File: config.mk
export PLATFORM = sky130hd
export DESIGN_NAME = medf_median
export DESIGN_NICKNAME = d
export VERILOG_FILES = /design/src/design/medf_pkg.sv /design/src/design/medf_median.sv
export SDC_FILE = /design/constraint.sdc
export NUM_CORES = 2
export LEC_CHECK = 0
export ABC_CLOCK_PERIOD_IN_PS = 20100
export BUFFER_PORTS_ARGS = -buffer_cell sky130_fd_sc_hd__buf_2
export CORE_ASPECT_RATIO = 0.6
export CORE_MARGIN = 4
export CORE_UTILIZATION = 25
export DETAILED_ROUTE_END_ITERATION = 10
export PLACE_DENSITY = 0.38
export SLEW_MARGIN = 10
export SYNTH_ARGS = -nofsm -noshare
export SYNTH_HDL_FRONTEND = slang
export SYNTH_SLANG_ARGS = --single-unit
File: constraint.sdc
create_clock -name clk_i -period 20.1 [get_ports clk_i]
set_input_delay 6.03 -clock clk_i [delete_from_list [all_inputs] [get_ports clk_i]]
set_output_delay 6.03 -clock clk_i [all_outputs]
set_load 0.01 [all_outputs]
File: src/design/medf_pkg.sv
`timescale 1ns / 1ps

package medf_pkg;

  // Frame geometry limits.
  localparam int MAX_WIDTH  = 2048;
  localparam int MAX_HEIGHT = 4096;

  // Field widths.
  localparam int PIX_W   = 24;
  localparam int COL_W   = 11;
  localparam int ROW_W   = 12;
  localparam int WREG_W  = 12;
  localparam int HREG_W  = 13;
  localparam int CFG_W   = 13;
  localparam int ADDR_W  = $clog2(MAX_WIDTH);
  localparam int WIN_N   = 9;

  // Register indexes on the configuration port.
  typedef enum logic {
    REG_IMAGE_WIDTH  = 1'b0,
    REG_IMAGE_HEIGHT = 1'b1
  } medf_reg_e;

  localparam logic [WREG_W-1:0] WIDTH_RESET  = WREG_W'(640);
  localparam logic [HREG_W-1:0] HEIGHT_RESET = HREG_W'(480);

  typedef logic [PIX_W-1:0] medf_pix_t;

  // Coordinates and end-of-frame flag that travel alongside a result.
  typedef struct packed {
    logic [ROW_W-1:0] row;
    logic [COL_W-1:0] col;
    logic             last;
  } medf_meta_t;

  // Three values in ascending order.
  typedef struct packed {
    medf_pix_t hi;
    medf_pix_t mid;
    medf_pix_t lo;
  } medf_tri_t;

  function automatic medf_tri_t sort3(medf_pix_t a, medf_pix_t b, medf_pix_t c);
    medf_pix_t x0, x1, y0, y1, z0, z1;
    medf_tri_t t;
    x0 = (a < b) ? a : b;
    x1 = (a < b) ? b : a;
    y0 = (x1 < c) ? x1 : c;
    y1 = (x1 < c) ? c : x1;
    z0 = (x0 < y0) ? x0 : y0;
    z1 = (x0 < y0) ? y0 : x0;
    t.lo  = z0;
    t.mid = z1;
    t.hi  = y1;
    return t;
  endfunction

  function automatic medf_pix_t max3(medf_pix_t a, medf_pix_t b, medf_pix_t c);
    medf_pix_t m;
    m = (a > b) ? a : b;
    return (m > c) ? m : c;
  endfunction

  function automatic medf_pix_t min3(medf_pix_t a, medf_pix_t b, medf_pix_t c);
    medf_pix_t m;
    m = (a < b) ? a : b;
    return (m < c) ? m : c;
  endfunction

  function automatic medf_pix_t med3(medf_pix_t a, medf_pix_t b, medf_pix_t c);
    medf_pix_t lo, hi, m;
    lo = (a < b) ? a : b;
    hi = (a < b) ? b : a;
    m  = (hi < c) ? hi : c;
    return (lo > m) ? lo : m;
  endfunction

endpackage

File: src/design/medf_median.sv
`timescale 1ns / 1ps

module medf_median import medf_pkg::*; (
  input  logic       clk_i,
  input  logic       rst_ni,
  input  logic       in_valid_i,
  output logic       in_ready_o,
  input  logic       in_emit_i,
  input  medf_meta_t in_meta_i,
  input  medf_pix_t  up_i,
  input  medf_pix_t  mid_i,
  input  medf_pix_t  pix_i,
  output logic       out_valid_o,
  input  logic       out_ready_i,
  output medf_pix_t  out_median_o,
  output medf_meta_t out_meta_o
);

  medf_pix_t  win_q [WIN_N];
  logic       win_v_q;
  medf_meta_t win_meta_q;

  medf_tri_t  col_q [3];
  logic       col_v_q;
  medf_meta_t col_meta_q;

  medf_pix_t  cand_q [3];
  logic       cand_v_q;
  medf_meta_t cand_meta_q;

  medf_pix_t  med_q;
  logic       out_v_q;
  medf_meta_t out_meta_q;

  logic out_rdy, cand_rdy, col_rdy, win_rdy;
  logic in_fire;

  assign out_rdy  = !out_v_q  || out_ready_i;
  assign cand_rdy = !cand_v_q || out_rdy;
  assign col_rdy  = !col_v_q  || cand_rdy;
  assign win_rdy  = !win_v_q  || col_rdy;
  assign in_fire  = in_valid_i && win_rdy;

  assign in_ready_o = win_rdy;

  // Window: rows top to bottom, columns left to right; every word shifts it.
  always_ff @(posedge clk_i) begin
    if (in_fire) begin
      for (int k = 0; k < 3; k++) begin
        win_q[k*3]     <= win_q[k*3 + 1];
        win_q[k*3 + 1] <= win_q[k*3 + 2];
      end
      win_q[2]   <= up_i;
      win_q[5]   <= mid_i;
      win_q[8]   <= pix_i;
      win_meta_q <= in_meta_i;
    end
  end

  // Sort each column.
  always_ff @(posedge clk_i) begin
    if (win_v_q && col_rdy) begin
      for (int k = 0; k < 3; k++) begin
        col_q[k] <= sort3(win_q[k], win_q[k + 3], win_q[k + 6]);
      end
      col_meta_q <= win_meta_q;
    end
  end

  // Largest low, middle of middles, smallest high.
  always_ff @(posedge clk_i) begin
    if (col_v_q && cand_rdy) begin
      cand_q[0]   <= max3(col_q[0].lo, col_q[1].lo, col_q[2].lo);
      cand_q[1]   <= med3(col_q[0].mid, col_q[1].mid, col_q[2].mid);
      cand_q[2]   <= min3(col_q[0].hi, col_q[1].hi, col_q[2].hi);
      cand_meta_q <= col_meta_q;
    end
  end

  always_ff @(posedge clk_i) begin
    if (cand_v_q && out_rdy) begin
      med_q      <= med3(cand_q[0], cand_q[1], cand_q[2]);
      out_meta_q <= cand_meta_q;
    end
  end

  always_ff @(posedge clk_i or negedge rst_ni) begin
    if (!rst_ni) begin
      win_v_q  <= 1'b0;
      col_v_q  <= 1'b0;
      cand_v_q <= 1'b0;
      out_v_q  <= 1'b0;
    end else begin
      if (win_rdy) begin
        win_v_q <= in_valid_i && in_emit_i;
      end
      if (col_rdy) begin
        col_v_q <= win_v_q;
      end
      if (cand_rdy) begin
        cand_v_q <= col_v_q;
      end
      if (out_rdy) begin
        out_v_q <= cand_v_q;
      end
    end
  end

  assign out_valid_o  = out_v_q;
  assign out_median_o = med_q;
  assign out_meta_o   = out_meta_q;

endmodule

==> flow_metrics.env <==
export IMPL_tritoncts_num_buffers=75
export IMPL_antenna_left=0
export IMPL_gp_congestion=0.862
export IMPL_placedCellCount=5564
export IMPL_min_period_ns=12.91
export IMPL_horizontal_extent_of_the_die_um=514
export IMPL_drive_gt1_share_pct=13.1
export IMPL_post_synth_cell_area_avg_um2=11.1
export IMPL_yosys_register_bits=628
export IMPL_layout_worst_path_cycle_share_pct=64.2
export IMPL_tritoncts_clock_tree="built"
export IMPL_syn_instance_count=3464
export IMPL_post_cts_repair_setup_buffers=0
export IMPL_synth_fp_nets=4006
export IMPL_die_area_mm2=0.160
export IMPL_power_density_mw_per_mm2=125
export IMPL_worst_setup_path_startpoint="out_ready_i"
export IMPL_area_growth_syn_to_layout_pct=14.6
export IMPL_viasPerCell=4.80
export IMPL_initial_utilization_pct=25.1
export IMPL_worst_ir_drop_vdd_mv=0.135
export IMPL_hold_viol_final=0
export IMPL_hpwl_mm=119
export IMPL_maxSlewViolCount=0
export IMPL_syn_cell_area_mm2=0.0384
export IMPL_max_slew_margin_pct=14.2
export IMPL_detailroute_via_count=27400
export IMPL_postSynth_topFlopCell="sky130_fd_sc_hd__edfxtp_1"
export IMPL_worstPathMaxFanout=5
export IMPL_timing_critical_path_from_type="primary input"
export IMPL_grt_max_degree=143
export IMPL_end_kind="output port"
export IMPL_drc=0
export IMPL_final_instance_count_excl_fill=5697
export IMPL_ys_seq_area_share_pct=49.1
export IMPL_setup_tns_ns=0
export IMPL_std_cell_rows=111
export IMPL_nFillCells=15700
export IMPL_regToRegEndpoint="col_q[0][168]"
export IMPL_clk_latency_worst_skew_pair_ns=0.71
export IMPL_cts_htree_levels=3
export IMPL_setup_worst_path_class="in2out"
export IMPL_tightest_slew_ns=1.28
export IMPL_final_setup_skew_ns=0.0514
export IMPL_clock_sink_count=628
export IMPL_drt_pre_antenna_iters=8
export IMPL_antenna_found_initial=15
export IMPL_yosys_area_top_type_share_pct=48.8
export IMPL_finalNetCount=4150
export IMPL_drt_iter0_drcs=3054
export IMPL_required_ns=14.07
export IMPL_power_leakage_nw=18.6
export IMPL_cts_max_path_buffers=3
export IMPL_worst_setup_hold_path_clk_slew_ns=0.06
export IMPL_wl_per_cell_um=25.7
export IMPL_min_path_type="reg2reg"
export IMPL_drt_wl_total_mm=146
export IMPL_max_cap_violations=0
export IMPL_cts_root_buf="sky130_fd_sc_hd__clkbuf_16"
export IMPL_yosysUniqueCellTypes=71
export IMPL_critical_path_reg2reg_startpoint="win_q[0][48]"
export IMPL_first_global_vias=26000
export IMPL_r2r_setup_slack_ns=8.61
export IMPL_top_cell_type_by_total_area_after_synthesis="sky130_fd_sc_hd__edfxtp_1"
export IMPL_grt_use_total_pct=18.0
export IMPL_core_area_mm2=0.153
export IMPL_worst_r2r_cell_count=27
export IMPL_grt_first_pass_wirelength_mm=205
export IMPL_holdBufCountCts=0
export IMPL_fin_worst_hold_slack_ns=0.415
export IMPL_rsz0062_at_grt="no"
export IMPL_synth_async_sr_flop_share_pct=0.637
export IMPL_setup_viol_count_final=0
export IMPL_io_pins=151
export IMPL_critical_path_endpoint="in_ready_o"
export IMPL_io_buffer_count=150
export IMPL_worstPathArrival_ns=6.88
export IMPL_cts_repair_resize_count=0
export IMPL_yosys_top_cells_area="sky130_fd_sc_hd__edfxtp_1, sky130_fd_sc_hd__ha_1, sky130_fd_sc_hd__mux2i_1, sky130_fd_sc_hd__inv_1, sky130_fd_sc_hd__mux2_2"
export IMPL_fmax_mhz=77.4
export IMPL_die_height_um=311
export IMPL_synth_edff_count=624
export IMPL_result_of_the_run="completed"
export IMPL_synth_warning_count=0
export IMPL_global_route_overflow_total=0
==> power by group <==
| part | leakage [nW] | switching (W) | internal, W | total, W |
|---|---|---|---|---|
| sequential | 5.99 | 0.000128 | 0.00170 | 0.00183 |
| clock | 1.18 | 0.000616 | 0.000783 | 0.00140 |
| combinational | 11.5 | 0.00146 | 0.000794 | 0.00226 |
| total | 18.6 | 0.00221 | 0.00328 | 0.00549 |
==> metrics by stage <==
stage,worst slack [ns],total power [W],util (%),area [µm²]
finish,7.19,0.00549,28.8,44000
CTS,7.19,0.00555,28.8,44000
global placement,7.22,0.00412,27.2,41600
global route,7.15,0.00583,28.8,44000
floorplan,7.62,0.00321,-,38400
detailed placement,7.19,0.00411,27.2,41600
==> synth_stat cells, types with 6 or more instances <==
| cell type | number |
|---|---|
| sky130_fd_sc_hd__nand3_1 | 32 |
| sky130_fd_sc_hd__nand2b_1 | 17 |
| sky130_fd_sc_hd__buf_2 | 42 |
| sky130_fd_sc_hd__nor4_1 | 13 |
| sky130_fd_sc_hd__o2111ai_1 | 7 |
| sky130_fd_sc_hd__nor3_1 | 35 |
| sky130_fd_sc_hd__a222oi_1 | 47 |
| sky130_fd_sc_hd__a211oi_1 | 19 |
| sky130_fd_sc_hd__a21o_1 | 72 |
| sky130_fd_sc_hd__o21a_1 | 20 |
| sky130_fd_sc_hd__edfxtp_1 | 624 |
| sky130_fd_sc_hd__o21ai_0 | 217 |
| sky130_fd_sc_hd__nor2b_1 | 24 |
| sky130_fd_sc_hd__nand4_1 | 64 |
| sky130_fd_sc_hd__nand2_1 | 171 |
| sky130_fd_sc_hd__o211ai_1 | 17 |
| sky130_fd_sc_hd__a21oi_1 | 321 |
| sky130_fd_sc_hd__or3_1 | 8 |
| sky130_fd_sc_hd__nor2_1 | 207 |
| sky130_fd_sc_hd__a221oi_1 | 7 |
| sky130_fd_sc_hd__a211o_1 | 11 |
| sky130_fd_sc_hd__mux2_2 | 143 |
| sky130_fd_sc_hd__mux2i_1 | 226 |
| sky130_fd_sc_hd__inv_1 | 482 |
| sky130_fd_sc_hd__and2_1 | 8 |
| sky130_fd_sc_hd__clkbuf_1 | 66 |
| sky130_fd_sc_hd__a31oi_1 | 11 |
| sky130_fd_sc_hd__ha_1 | 441 |
| sky130_fd_sc_hd__buf_4 | 6 |
| sky130_fd_sc_hd__and3_1 | 12 |
==> per-layer routing <==
metal	track usage (%)	vias to the layer above	share of wire, %
met5	0	-	0.016
met4	2.58	4	1.2
met3	4.31	110	7.2
met2	22.4	811	36
met1	30.5	13400	56
li1	-	13100	-
==> worst max-delay path: stages <==
cell and delay, ns:
sky130_fd_sc_hd__buf_2 0.10, sky130_fd_sc_hd__nor2b_1 0.35, sky130_fd_sc_hd__nand4_1 0.22, sky130_fd_sc_hd__buf_2 0.19
==> cells in the final DEF (no fill, tap or decap), drive strengths merged, types with 4 or more instances in the layout <==
cell type,count
nor2b,24
a21oi,322
a2111oi,6
nand2b,17
and2,8
inv,487
nor2,208
a222oi,47
o21a,20
dfrtp,4
a221oi,7
or4,5
or3,8
nand3,32
o2111ai,7
a211o,11
a21o,72
edfxtp,624
o21ai,222
clkinv,33
nor4,13
buf,189
o31ai,5
clkbuf,83
mux2i,226
a211oi,19
bufinv,7
or2,5
a31oi,11
nor3,36
mux2,145
a21boi,4
and3,12
nand2,171
o211ai,17
nand4,64
ha,441
==> cells by family (layout without fill, tap and decap cells) <==
| kind of cell | count (synthesis) | after routing | share of synthesized area, % |
|---|---|---|---|
| AND/OR/NAND/NOR | 616 | 616 | 7.47 |
| AO/OA/AOI/OAI | 804 | 804 | 12.7 |
| multiplexers | 371 | 371 | 10.1 |
| flip-flops | 628 | 628 | 49.1 |
| other | 0 | 1 | 0 |
| buffers and inverters | 604 | 802 | 6.16 |
| adder cells (fa/ha/maj) | 441 | 441 | 14.4 |
==> how the worst min path moves through the flow <==
stage                    from              end  depth (start not counted)
3_3_place_gp   col_meta_q[20]  cand_meta_q[20]                          0
6_report       cand_meta_q[3]    out_meta_o[3]                          0
2_1_floorplan   col_meta_q[0]   cand_meta_q[0]                          0
5_1_grt        col_meta_q[11]  cand_meta_q[11]                          0
4_1_cts        col_meta_q[21]  cand_meta_q[21]                          0
3_5_place_dp   col_meta_q[11]  cand_meta_q[11]                          0
==> flip-flops by register name, summed over array words and instances (netlist names) <==
register / count
out_meta_o: 24
out_valid_o: 1
col_meta_q: 24
win_q: 216
col_v_q: 1
col_q: 216
win_meta_q: 24
out_median_o: 24
win_v_q: 1
cand_q: 72
cand_v_q: 1
cand_meta_q: 24
==> cell type report <==
cell class / count / area (µm²) / share of cell area, %
flip-flops and latches: 628 / 18800 / 42.8
multi-input cells: 2232 / 17300 / 39.4
well taps: 2034 / 2540 / 5.79
clock buffers: 83 / 1920 / 4.36
inverters: 482 / 1810 / 4.11
repair buffers: 189 / 1060 / 2.40
clock inverters: 48 / 495 / 1.13
diodes: 1 / 2.50 / 0.00569
Note: power is estimated with default switching activity, not from simulation.
